===== src/rtl/image_convolution_2d_defines.svh =====
// ----------------------------------------------------------------------------
// image_convolution_2d_defines.svh
// Assertion macros shared by the convolution RTL.
// ----------------------------------------------------------------------------
`ifndef IMAGE_CONVOLUTION_2D_DEFINES_SVH
`define IMAGE_CONVOLUTION_2D_DEFINES_SVH

// Clocked check, muted while reset is asserted
`define IC2D_ASSERT(lbl, prop, msg) \
  lbl: assert property (@(posedge clk_i) disable iff (!rst_ni) prop) \
    else $error(msg);

// Same-cycle implication between two conditions
`define IC2D_ASSERT_IMP(lbl, ante, cons, msg) \
  `IC2D_ASSERT(lbl, (ante) |-> (cons), msg)

`endif


===== src/rtl/ic2d_ram.sv =====
// ----------------------------------------------------------------------------
// ic2d_ram
// Simple dual-port RAM: one write port, one read port, registered read.
// ----------------------------------------------------------------------------
`default_nettype none

module ic2d_ram #(
  parameter int   WIDTH = 16,
  parameter int   DEPTH = 256,
  localparam int  AW    = (DEPTH > 1) ? $clog2(DEPTH) : 1
) (
  input  wire logic             clk_i,
  input  wire logic             we_i,
  input  wire logic [AW-1:0]    waddr_i,
  input  wire logic [WIDTH-1:0] wdata_i,
  input  wire logic [AW-1:0]    raddr_i,
  output logic      [WIDTH-1:0] rdata_o
);

  logic [WIDTH-1:0] mem_q [DEPTH];
  logic [WIDTH-1:0] rdata_q;

  // Write port and registered read port
  always_ff @(posedge clk_i) begin
    if (we_i) begin
      mem_q[waddr_i] <= wdata_i;
    end
    rdata_q <= mem_q[raddr_i];
  end

  assign rdata_o = rdata_q;

endmodule

`default_nettype wire


===== config.mk =====
export PLATFORM = sky130hd
export DESIGN_NAME = ic2d_ram
export DESIGN_NICKNAME = d
export VERILOG_FILES = /design/src/rtl/image_convolution_2d_defines.svh /design/src/rtl/ic2d_ram.sv
export SDC_FILE = /design/constraint.sdc
export NUM_CORES = 2
export LEC_CHECK = 0
export BUFFER_PORTS_ARGS = -buffer_cell sky130_fd_sc_hd__buf_4
export CAP_MARGIN = 20
export CELL_PAD_IN_SITES_DETAIL_PLACEMENT = 1
export CELL_PAD_IN_SITES_GLOBAL_PLACEMENT = 1
export CORE_MARGIN = 2
export CORE_UTILIZATION = 55
export CTS_BUF_LIST = sky130_fd_sc_hd__clkbuf_4
export CTS_CLUSTER_DIAMETER = 150
export DETAILED_ROUTE_END_ITERATION = 10
export PLACE_DENSITY_LB_ADDON = 0.1
export SLEW_MARGIN = 30
export SYNTH_ARGS = -nofsm -noshare
export SYNTH_HDL_FRONTEND = slang
export SYNTH_SLANG_ARGS = --single-unit

===== constraint.sdc =====
create_clock -name clk_i -period 3.6 [get_ports clk_i]
set_input_delay 0.72 -clock clk_i [delete_from_list [all_inputs] [get_ports clk_i]]
set_output_delay 0.72 -clock clk_i [all_outputs]
set_load 0.05 [all_outputs]

Yosys cells after proc, flatten, opt, wreduce, memory -nomap -nowiden
Memories as Yosys holds them, arrays and structs flattened. A register that Yosys moved wholly into a read port is not among the register bits.
Cells that the tools add are included.
{"block": "word_totals", "out_inout_bits": 16, "ff_bits": 0, "mem_bits_rw": 4096, "memories": 1}
{"memory": "mem_q", "depth": 256, "width": 16, "read_ports": 1, "rd_ports_with_merged_regs": 1, "wr": 1, "line": "ic2d_ram.sv:20", "source": "logic [WIDTH-1:0] mem_q [DEPTH];"}
{"block": "op_classes", "n_mux": 2}
{"cell": "$mux 1", "n": 2}

Longest topological paths before layout
{"block": "logic_depth", "ltp_word": 2, "ltp_mapped": 12, "mapped_depth_nobuf": 6}

Worst setup path before layout
Ideal clock, no wire load.
{"block": "synth_timing", "kind": "input -> register", "startpoint": "input port waddr_i[3]", "endpoint": "memory mem_q[235][0], enable pin", "path_slack_ps": 715, "cell_stages": 6, "required_ps": 3212, "n_path_buf": 3, "setup_time_ps": 388, "t_arrival_ps": 2497, "path_cell_list": "clkbuf_1 -> nor2b_1 -> clkbuf_1 -> nand4_1 -> clkbuf_1 -> nor2_1"}
{"item": "from (decl)", "line": "ic2d_ram.sv:14", "source": "input wire logic [AW-1:0] waddr_i,"}
{"item": "to (decl)", "line": "ic2d_ram.sv:20"}
Straight into the memory's write port.

Worst setup path in the final report
{"block": "layout_timing", "startpoint": "register rdata_q[5], in the netlist rdata_o[5] (read register of mem_q)", "endpoint": "output port rdata_o[5]"}
{"item": "from (decl)", "line": "ic2d_ram.sv:21", "source": "logic [WIDTH-1:0] rdata_q;"}
{"item": "to (decl)", "line": "ic2d_ram.sv:17", "source": "output logic [WIDTH-1:0] rdata_o"}
No word-level cell between the ends.

==> out/results.ini <==
[run_status]
status=finished, final reports clean

[cts]
cts_buffers=1115
path_clk_slew_ns=0.06
cts.sinks=4112
cts_tree=built
htreeDepth=7
insertion_delay_ns=1.65
clk_root_buffer_cell=clkbuf_4
cts_max_path_buffers=5

[grt]
grtUsageTotal_pct=32.0
antenna_found_initial=19
grt_first_pass_wirelength_um=656000
grt_overflow=0
first_global_vias=91100
grt_max_degree=114

[floorplanning]
die_h_um=541
floorplan.initialDensity_pct=55.2
dieArea_sq_um=293000
core_sq_um=288000
io_pins=50
num_rows=197
die_x_um=541

[worst_hold_path]
hold_class=primary input to flop

[synthesis]
synth_seq_cells=4112
seq_area_frac_synth_pct=77.7
syn_area_sq_um=159000
syn_inst=7360
ys_warn_count=0
synth_nets=7394
synth_area_leaders=edfxtp_1 77%, mux4_2 11%, mux2i_1 3.6%
yosysTopAreaCell=edfxtp_1
async_reset_ff_share_pct=0
synth.top_cell.area_share_pct=77.5
synth_enable_flop_cells=4096
synth.avg_cell_area_sq_um=21.6
synthFlopType=edfxtp_1
yosysUniqueCellTypes=52

[sta]
setup_violations=0
rsz0062_at_grt=no
drv_slew=0
fin_skew_ns=0.136
hold_viol_final=0
period_share_pct=88.7
worst_pin_slew_ns=1.07
period_needed_ns=3.19
timing.hold.ws_ns=0.112
maxSlewHeadroom_pct=28.6
timing.fmax_ghz=0.313
fin_ws_ns=0.408

[layout]
final_cells=13400
final.fill_count=23800
fin_nets=8970
area_growth_pct=15.1
drive_gt1_share_pct=36.1
final_cell_mix=4096 x edfxtp_1, 1542 x clkbuf_4, 797 x mux4_2
mostFrequentLayoutCell=edfxtp_1

[pwr]
p_leak_nw=60.5
powerDensity_nw_per_um2=535
ir_drop_mv=0.358

[place]
port-buffer-count=49
hpwlAfterDp_um=282000
place_congestion=0.878
place_inst=11500
pre_cts_ws_ns=-0.461

[setup_path]
criticalPathCategory=flop to output port
cp_max_fo=1
critical_path_required_ns=2.88
cp-start-kind=flop
crit_chain=buf_4
crit_buf_inv=1
crit_slowest_cell=dfxtp_1
crit_family=flip-flops
max_stage_delay_ns=0.56
arrival_ns=2.47
end_kind=output port

[detailed_routing]
vias=86700
wl_um=461000
ant_nets=0
drtPass1Iterations=5
routedWlPerCell_um=34.4
viasPerCell=6.48
drc=0
drt_iter0_drc=11000

[flow_run]
max_cap_violations=0

-- Yosys cell counts (3+ instances only) --
cell type  number
a21oi_1       175
buf_8          11
a2111oi_0       6
o21ai_0        37
buf_6          77
mux2_2         88
nor3_1         92
mux4_2        797
o32ai_1        20
nand2_1        38
buf_12          5
mux2i_1       565
o22ai_1       148
or2_2           4
edfxtp_1     4096
o31ai_1        16
inv_1           3
clkbuf_1      230
a211oi_1       18
buf_4          26
nor4_1         17
a31oi_1         6
nor2_1        304
dfxtp_1        16
and3_1         11
nor2b_1         9
a22o_1         32
a221oi_1       28
nand3_1        35
buf_1          27
o221ai_1      252
a22oi_1        43
nand4b_1        3
nand2b_1        3
buf_2          76
nand4_1        26
-- final timing paths --
check	startpoint	endpoint	slack, ns	cells past startpoint
hold / removal	wdata_i[13]	mem_q[86][13]	0.11	2
hold reg to reg	mem_q[122][7]	rdata_o[7]	1.10	6
setup / recovery	rdata_o[5]	rdata_o[5]	0.41	1
setup reg to reg	mem_q[27][6]	rdata_o[6]	0.59	6
-- timing repair --
item                                   4_1_cts  5_1_grt
gates resized for setup                      0        0
hold buffers                                51        0
endpoints found under the hold margin     5295        0
setup buffers                                0        0
-- stage by stage --
step / area (sq um) / TNS (ns) / utilization (%) / total power [W]
after floorplan: 159000 / 0 / - / 0.0566
after global placement: 169000 / -3.56 / 58.8 / 0.0593
after detailed placement: 169000 / -2.34 / 58.9 / 0.0594
after CTS: 183000 / 0 / 63.5 / 0.0984
after global routing: 183000 / 0 / 63.5 / 0.101
final: 183000 / 0 / 63.5 / 0.0977
-- routing by layer --
layer  part of all wire (%)  vias up  track usage, %
met5                  0.010        -               0
met4                    3.0        8            11.7
met3                    9.8      742            8.24
met2                     48     4816            49.5
met1                     39    46200            44.3
li1                       -    35000               -
-- report_power, final --
part           switching, W  internal [W]  total [W]
Sequential        0.0000968        0.0528     0.0528
Clock                0.0187        0.0205     0.0392
Combinational       0.00363       0.00205    0.00568
-- sequential cells by signal, summed over array words and instances (netlist names) --
signal and cells:
rdata_o 16, mem_q 4096
-- layout make-up --
| type | instances | area [sq um] | area share [%] |
|---|---|---|---|
| inverters | 4 | 27.5 | 0.0151 |
| multi-input cells | 2792 | 33000 | 18.1 |
| diodes | 8 | 20.0 | 0.0110 |
| well taps | 3781 | 4730 | 2.59 |
| clock buffers | 1542 | 11600 | 6.34 |
| repair buffers | 911 | 8770 | 4.80 |
| clock inverters | 242 | 1260 | 0.690 |
| flip-flops and latches | 4112 | 123000 | 67.5 |
-- logic make-up (layout without fill, tap and decap cells) --
| logic type | after synthesis | in the layout | share of synthesized area (%) |
|---|---|---|---|
| DFF | 4112 | 4112 | 77.7 |
| muxes | 1450 | 1450 | 15.5 |
| AOI/OAI and AO/OA | 786 | 786 | 3.54 |
| and+or+nand+nor | 556 | 556 | 1.57 |
| buffers and inverters | 456 | 2699 | 1.69 |
| other | 0 | 8 | 0 |
Power figures use the tool's default switching activity.
