### src/rtl/image_convolution_2d_defines.svh
// ----------------------------------------------------------------------------
// image_convolution_2d_defines.svh
// Assertion macros shared by the convolution RTL.
// ----------------------------------------------------------------------------
`ifndef IMAGE_CONVOLUTION_2D_DEFINES_SVH
`define IMAGE_CONVOLUTION_2D_DEFINES_SVH

// Clocked check, muted while reset is asserted
`define IC2D_ASSERT(lbl, prop, msg) \
  lbl: assert property (@(posedge clk_i) disable iff (!rst_ni) prop) \
    else $error(msg);

// Same-cycle implication between two conditions
`define IC2D_ASSERT_IMP(lbl, ante, cons, msg) \
  `IC2D_ASSERT(lbl, (ante) |-> (cons), msg)

`endif

### src/rtl/ic2d_pkg.sv
// ----------------------------------------------------------------------------
// ic2d_pkg
// Shared types and fixed field widths of the 2D convolution block.
// ----------------------------------------------------------------------------
`default_nettype none

package ic2d_pkg;

  // Field widths fixed by the item format
  localparam int OP_W       = 2;
  localparam int POS_W      = 8;
  localparam int CH_W       = 2;
  localparam int PIX_W      = 16;
  localparam int COEF_W     = 18;
  localparam int PROD_W     = PIX_W + COEF_W;
  localparam int ACC_W      = 40;
  localparam int CFG_IDX_W  = 3;
  localparam int CFG_DATA_W = 9;
  localparam int DIM_W      = 9;
  localparam int CNT_W      = 3;
  localparam int HALF_W     = 2;
  // Signed offset arithmetic for neighbour coordinates
  localparam int OFS_W      = 14;

  // Register reset values
  localparam logic [DIM_W-1:0]  RST_WIDTH  = 9'd256;
  localparam logic [DIM_W-1:0]  RST_HEIGHT = 9'd256;
  localparam logic [CNT_W-1:0]  RST_CHANS  = 3'd1;
  localparam logic [HALF_W-1:0] RST_HALF   = 2'd1;

  typedef enum logic [OP_W-1:0] {
    OP_LOAD_TAP = 2'd0,
    OP_LOAD_PIX = 2'd1,
    OP_QUERY    = 2'd2
  } op_e;

  typedef enum logic [CFG_IDX_W-1:0] {
    CFG_IMAGE_WIDTH  = 3'd0,
    CFG_IMAGE_HEIGHT = 3'd1,
    CFG_CHAN_COUNT   = 3'd2,
    CFG_HALF_WIDTH   = 3'd3,
    CFG_HALF_HEIGHT  = 3'd4
  } cfg_idx_e;

  typedef enum logic [1:0] {
    ST_IDLE,
    ST_RUN,
    ST_DRAIN
  } state_e;

  // Control from the sequencer to the multiply-accumulate unit
  typedef struct packed {
    logic clr;
    logic vld;
  } mac_ctrl_t;

endpackage

`default_nettype wire

### src/rtl/ic2d_mac.sv
// ----------------------------------------------------------------------------
// ic2d_mac
// Two-stage multiply-accumulate: registered product, then 40-bit sum.
// ----------------------------------------------------------------------------
`default_nettype none

module ic2d_mac (
  input  wire logic                                clk_i,
  input  wire logic                                rst_ni,
  input  wire ic2d_pkg::mac_ctrl_t                 ctrl_i,
  input  wire logic signed [ic2d_pkg::PIX_W-1:0]   pix_i,
  input  wire logic signed [ic2d_pkg::COEF_W-1:0]  coef_i,
  output logic signed      [ic2d_pkg::ACC_W-1:0]   acc_o,
  output logic                                     busy_o
);

  logic signed [ic2d_pkg::PROD_W-1:0] prod_q;
  logic                               prod_vld_q;
  logic signed [ic2d_pkg::ACC_W-1:0]  acc_q, acc_d;

  // Product stage
  always_ff @(posedge clk_i or negedge rst_ni) begin
    if (!rst_ni) begin
      prod_vld_q <= 1'b0;
    end else begin
      prod_vld_q <= ctrl_i.vld && !ctrl_i.clr;
    end
  end

  always_ff @(posedge clk_i) begin
    prod_q <= ic2d_pkg::PROD_W'(pix_i) * ic2d_pkg::PROD_W'(coef_i);
  end

  // Accumulate, wrapping at 40 bits
  always_comb begin
    acc_d = acc_q;
    if (ctrl_i.clr) begin
      acc_d = '0;
    end else if (prod_vld_q) begin
      acc_d = acc_q + ic2d_pkg::ACC_W'(prod_q);
    end
  end

  always_ff @(posedge clk_i or negedge rst_ni) begin
    if (!rst_ni) begin
      acc_q <= '0;
    end else begin
      acc_q <= acc_d;
    end
  end

  assign acc_o  = acc_q;
  assign busy_o = ctrl_i.vld || prod_vld_q;

endmodule

`default_nettype wire

### config.mk
export PLATFORM = sky130hd
export DESIGN_NAME = ic2d_mac
export DESIGN_NICKNAME = d
export VERILOG_FILES = /design/src/rtl/image_convolution_2d_defines.svh /design/src/rtl/ic2d_pkg.sv /design/src/rtl/ic2d_mac.sv
export SDC_FILE = /design/constraint.sdc
export NUM_CORES = 1
export LEC_CHECK = 0
export ABC_AREA = 1
export ABC_CLOCK_PERIOD_IN_PS = 2700
export BUFFER_PORTS_ARGS = -buffer_cell sky130_fd_sc_hd__buf_2
export CORE_MARGIN = 2
export CORE_UTILIZATION = 60
export DETAILED_ROUTE_END_ITERATION = 10
export HOLD_SLACK_MARGIN = 0.1
export PLACE_DENSITY = 0.81
export SKIP_CTS_REPAIR_TIMING = 1
export SLEW_MARGIN = 10
export SYNTH_ARGS = -nofsm -noshare
export SYNTH_HDL_FRONTEND = slang
export SYNTH_SLANG_ARGS = --single-unit
### constraint.sdc
create_clock -name clk_i -period 2.7 [get_ports clk_i]
set_clock_uncertainty 0.1 [all_clocks]
set_input_delay 0.135 -clock clk_i [delete_from_list [all_inputs] [get_ports clk_i]]
set_output_delay 0.135 -clock clk_i [all_outputs]
set_load 0.01 [all_outputs]
After elaboration in Yosys (flattened, before gate mapping). Cells that the tools add are included.

Bits in registers: 75. Output and inout port bits: 41. Logic and storage cells: 11. Input bits: 38.

Reductions and logical operators: 4. $mul: 1. Muxes and demuxes: 2. $add $sub $neg: 1.

Operators with widths (number): $mux 40 (2); $add 40x34->40 (1); $mul 16x18->34 (1); $reduce_bool 2->1 (1); $logic_and 1x1->1 (1); $logic_not 1->1 (1); $logic_or 1x1->1 (1).

Depth between registers and ports, before layout.
Depth after elaboration: 3. Depth in mapped cells: 27.

Worst setup path after synthesis. No wires, ideal clock.

Path type: input-to-reg. Start: input port pix_i[2] in the netlist's numbering. End: register prod_q[33] in the netlist's numbering. Slack: -2830 ps. Cell stages on the path: 21. Data arrival time: 5372 ps. Cell sequence: clkbuf_1 clkbuf_1 nand2_1 fa_1 inv_1 fa_1 inv_1 fa_1 fa_1 fa_1 fa_1 inv_1 ha_1 a21o_1 nand3_1 nand2_1 a21oi_1 o21ai_0 a21oi_1 nand2_1 nand2_1.

Longest elaborated chain between the ends: 1.

RTL lines: start: declaration (line ic2d_mac.sv:11) `input wire logic signed [ic2d_pkg::PIX_W-1:0] pix_i,`; $mul 16x18->34 (line ic2d_mac.sv:31) `prod_q <= ic2d_pkg::PROD_W'(pix_i) * ic2d_pkg::PROD_W'(coef_i);`; end signal: assignment (line ic2d_mac.sv:31); end: declaration (line ic2d_mac.sv:17) `logic signed [ic2d_pkg::PROD_W-1:0] prod_q;`.

Every way passes these cells. A chain may end at the register's enable or synchronous reset.

Worst setup path in the final report.
Start: input port coef_i[17] in the netlist's numbering. End: register prod_q[30] in the netlist's numbering.

Longest elaborated chain between the ends: 1.

RTL lines: start: declaration (line ic2d_mac.sv:12) `input wire logic signed [ic2d_pkg::COEF_W-1:0] coef_i,`; $mul 16x18->34 (line ic2d_mac.sv:31).

Every way passes these cells.

==> results.yml <==
final_layout:
  antenna_cells: 0
  drive_gt1_share_pct: 22.1
  nFillCells: 2042
  seqCellArea_um2: 1710
  fin_util_pct: 76.7
  syn_to_final_growth_pct: 26.0
  fin_area_um2: 21300
  layout_common_cells: "nand2_1, inv_1, fa_1, buf_4, nor2_1"
  multiInputGateArea_um2: 13800
  layout.nets: 3061
  final_common_cell: "nand2_1"
global_route:
  grt_max_degree: 42
  overflow: 0
  grt_use_total_pct: 34.1
  grt_pass1_wl_mm: 78.2
  antenna_found_initial: 0
  grt_pass1_vias: 16200
sta:
  relSlewSlack_pct: 33.6
  drv_slew: 0
  fmax_ghz: 0.205
  finalCritPeriodShare_pct: 181
  setup_violations: 29
  hold_violations: 0
  fin_ws_ps: -2180
  layout_min_cycle_time_ps: 4880
  rsz0062_at_grt: "true"
  worst_pin_slew_ps: 996
floorplan:
  die_area_um2: 29500
  ios: 79
  start_util_pct: 60.9
  fp.coreArea_um2: 27800
  die-width_um: 172
  rows: 61
  dieHeight_um: 172
yosys:
  synth-seq-cells: 75
  yosysWarnings: 0
  synth_top_area_share_pct: 34.5
  syn-cell-area_um2: 16900
  synth-seq-area-share_pct: 10.1
  synth_edf_count: 0
  ys_top_cells_by_area: "fa_1, nand2_1, inv_1"
  synth.net_count: 2829
  synthArstFlopShare_pct: 54.7
  synth_area_per_cell_um2: 7.12
  synth_cell_types: 41
  synth_top_area_cell: "fa_1"
  ys.flop_type: "dfrtp_1"
  postSynthCellCount: 2375
job:
  max_cap_violations: 0
routing:
  drt_wl_total_mm: 51.3
  drtIter0Drc: 1151
  dr.pass1.iters: 8
  antenna_left: 0
  drc: 0
  via_count: 15800
  routedWlPerCell_um: 17.2
  vias_per_cell: 5.28
critical_path:
  critPathLaunchType: "input port"
  crit_required_ps: 2840
  critPathMaxFanout: 6
  endpoint_kind: "flop"
  critPathKind: "input port to flop"
  worstPathArrival_ps: 5020
placed_design:
  port_buffers: 78
  hpwl_mm: 40.7
  placed_cell_area_um2: 19400
  gp_congestion: 0.977
status:
  outcome: "finished, violations left"
  violations: "negative setup slack"
clocking:
  clockBufferDepth: 2
  cts_tree: "done"
  cts.sinks: 75
  cts_buffers: 9
  htree_levels: 3
  clock_latency_ps: 360
  clk_pin_slew_ps: 60
  root_buffer: "clkbuf_16"
hold_path:
  hp-class: "input port to flop"
==> routing by layer <==
metal | vias to the layer above | global-route usage [%] | part of all wire, %
met2 | 642 | 60.3 | 50
met5 | - | 0 | 0
met1 | 7586 | 42.5 | 39
li1 | 7362 | - | -
met4 | 0 | 14.0 | 5.2
met3 | 207 | 4.26 | 6.0
==> cell families (layout without fill, tap and decap cells) <==
family | after synthesis | in the layout | synth area share (%)
AND/OR/NAND/NOR | 997 | 997 | 24.0
buffers and inverters | 712 | 949 | 15.8
adder cells (fa/ha/maj) | 416 | 416 | 43.7
AO/OA/AOI/OAI | 141 | 141 | 4.63
flip-flops | 75 | 75 | 10.1
XOR/XNOR | 34 | 34 | 1.76
==> worst paths after layout <==
kind,start,cells past startpoint,slack (ps),to
worst min-delay path,coef_i[0],4,160,prod_q[0]
worst min register to register,acc_o[34],2,410,acc_o[34]
min in group asynchronous,rst_ni,2,370,acc_o[8]
max in group asynchronous,rst_ni,2,1500,acc_o[17]
worst max-delay path,coef_i[17],19,-2180,prod_q[30]
worst max register to register,acc_o[0],10,190,acc_o[30]
==> per-stage QoR <==
| stage | cells | hold WS (ps) | TNS (ps) | worst slack [ps] |
|---|---|---|---|---|
| detailed placement | 2929 | 244 | -67150 | -2710 |
| floorplan | 2375 | -261 | -52780 | -2260 |
| finish | 2990 | 157 | -52860 | -2180 |
| CTS | 2945 | -126 | -56160 | -2320 |
| global placement | 2929 | 236 | -64660 | -2560 |
| global route | 2990 | 178 | -56640 | -2310 |
==> cell usage after synthesis (3+ instances only) <==
master    number
or2_2          7
nand2_2        7
buf_1          3
nand3_2        5
a21oi_1       76
xnor2_1        9
nand4_1       18
dfrtp_1       41
o21ai_2        3
nor3_1         3
o21bai_1       7
clkbuf_1      65
a22o_1         3
nor2_2        10
nand3_1       67
fa_1         291
dfxtp_1       34
xor2_1        25
ha_1         125
inv_1        641
nor2_1       119
o21ai_0       38
a21o_1         3
nor4_1         3
nand2_1      741
o211ai_1       3
nand3b_1      11
==> final cells by class <==
| cell class | count | share of cell area, % |
|---|---|---|
| multi-input combinational | 1588 | 65.0 |
| sequential | 75 | 8.01 |
| timing repair buffer | 289 | 12.1 |
| clock buffer | 9 | 1.06 |
| clock inverter | 7 | 0.235 |
| tap | 378 | 2.22 |
| inverter | 644 | 11.4 |
==> state kept, by name (all words and copies together), names as in the netlist <==
register and count:
acc_o 40, prod_q 34, prod_vld_q 1
==> critical path: stages <==
cell and delay, ps:
buf_8 90, buf_12 150, nand2_8 60, fa_1 520, inv_2 140, fa_2 470
buf_12 160, buf_12 120, fa_2 560, fa_1 440, fa_1 550, fa_1 460
ha_4 290, a21oi_2 150, o21ai_0 120, o21bai_1 210, a21oi_1 130, nand2_1 90
xor2_1 160
Power is left out: the tool's default activity adds up to more than one toggle a clock period on the data nets, which glitch-free logic cannot reach.
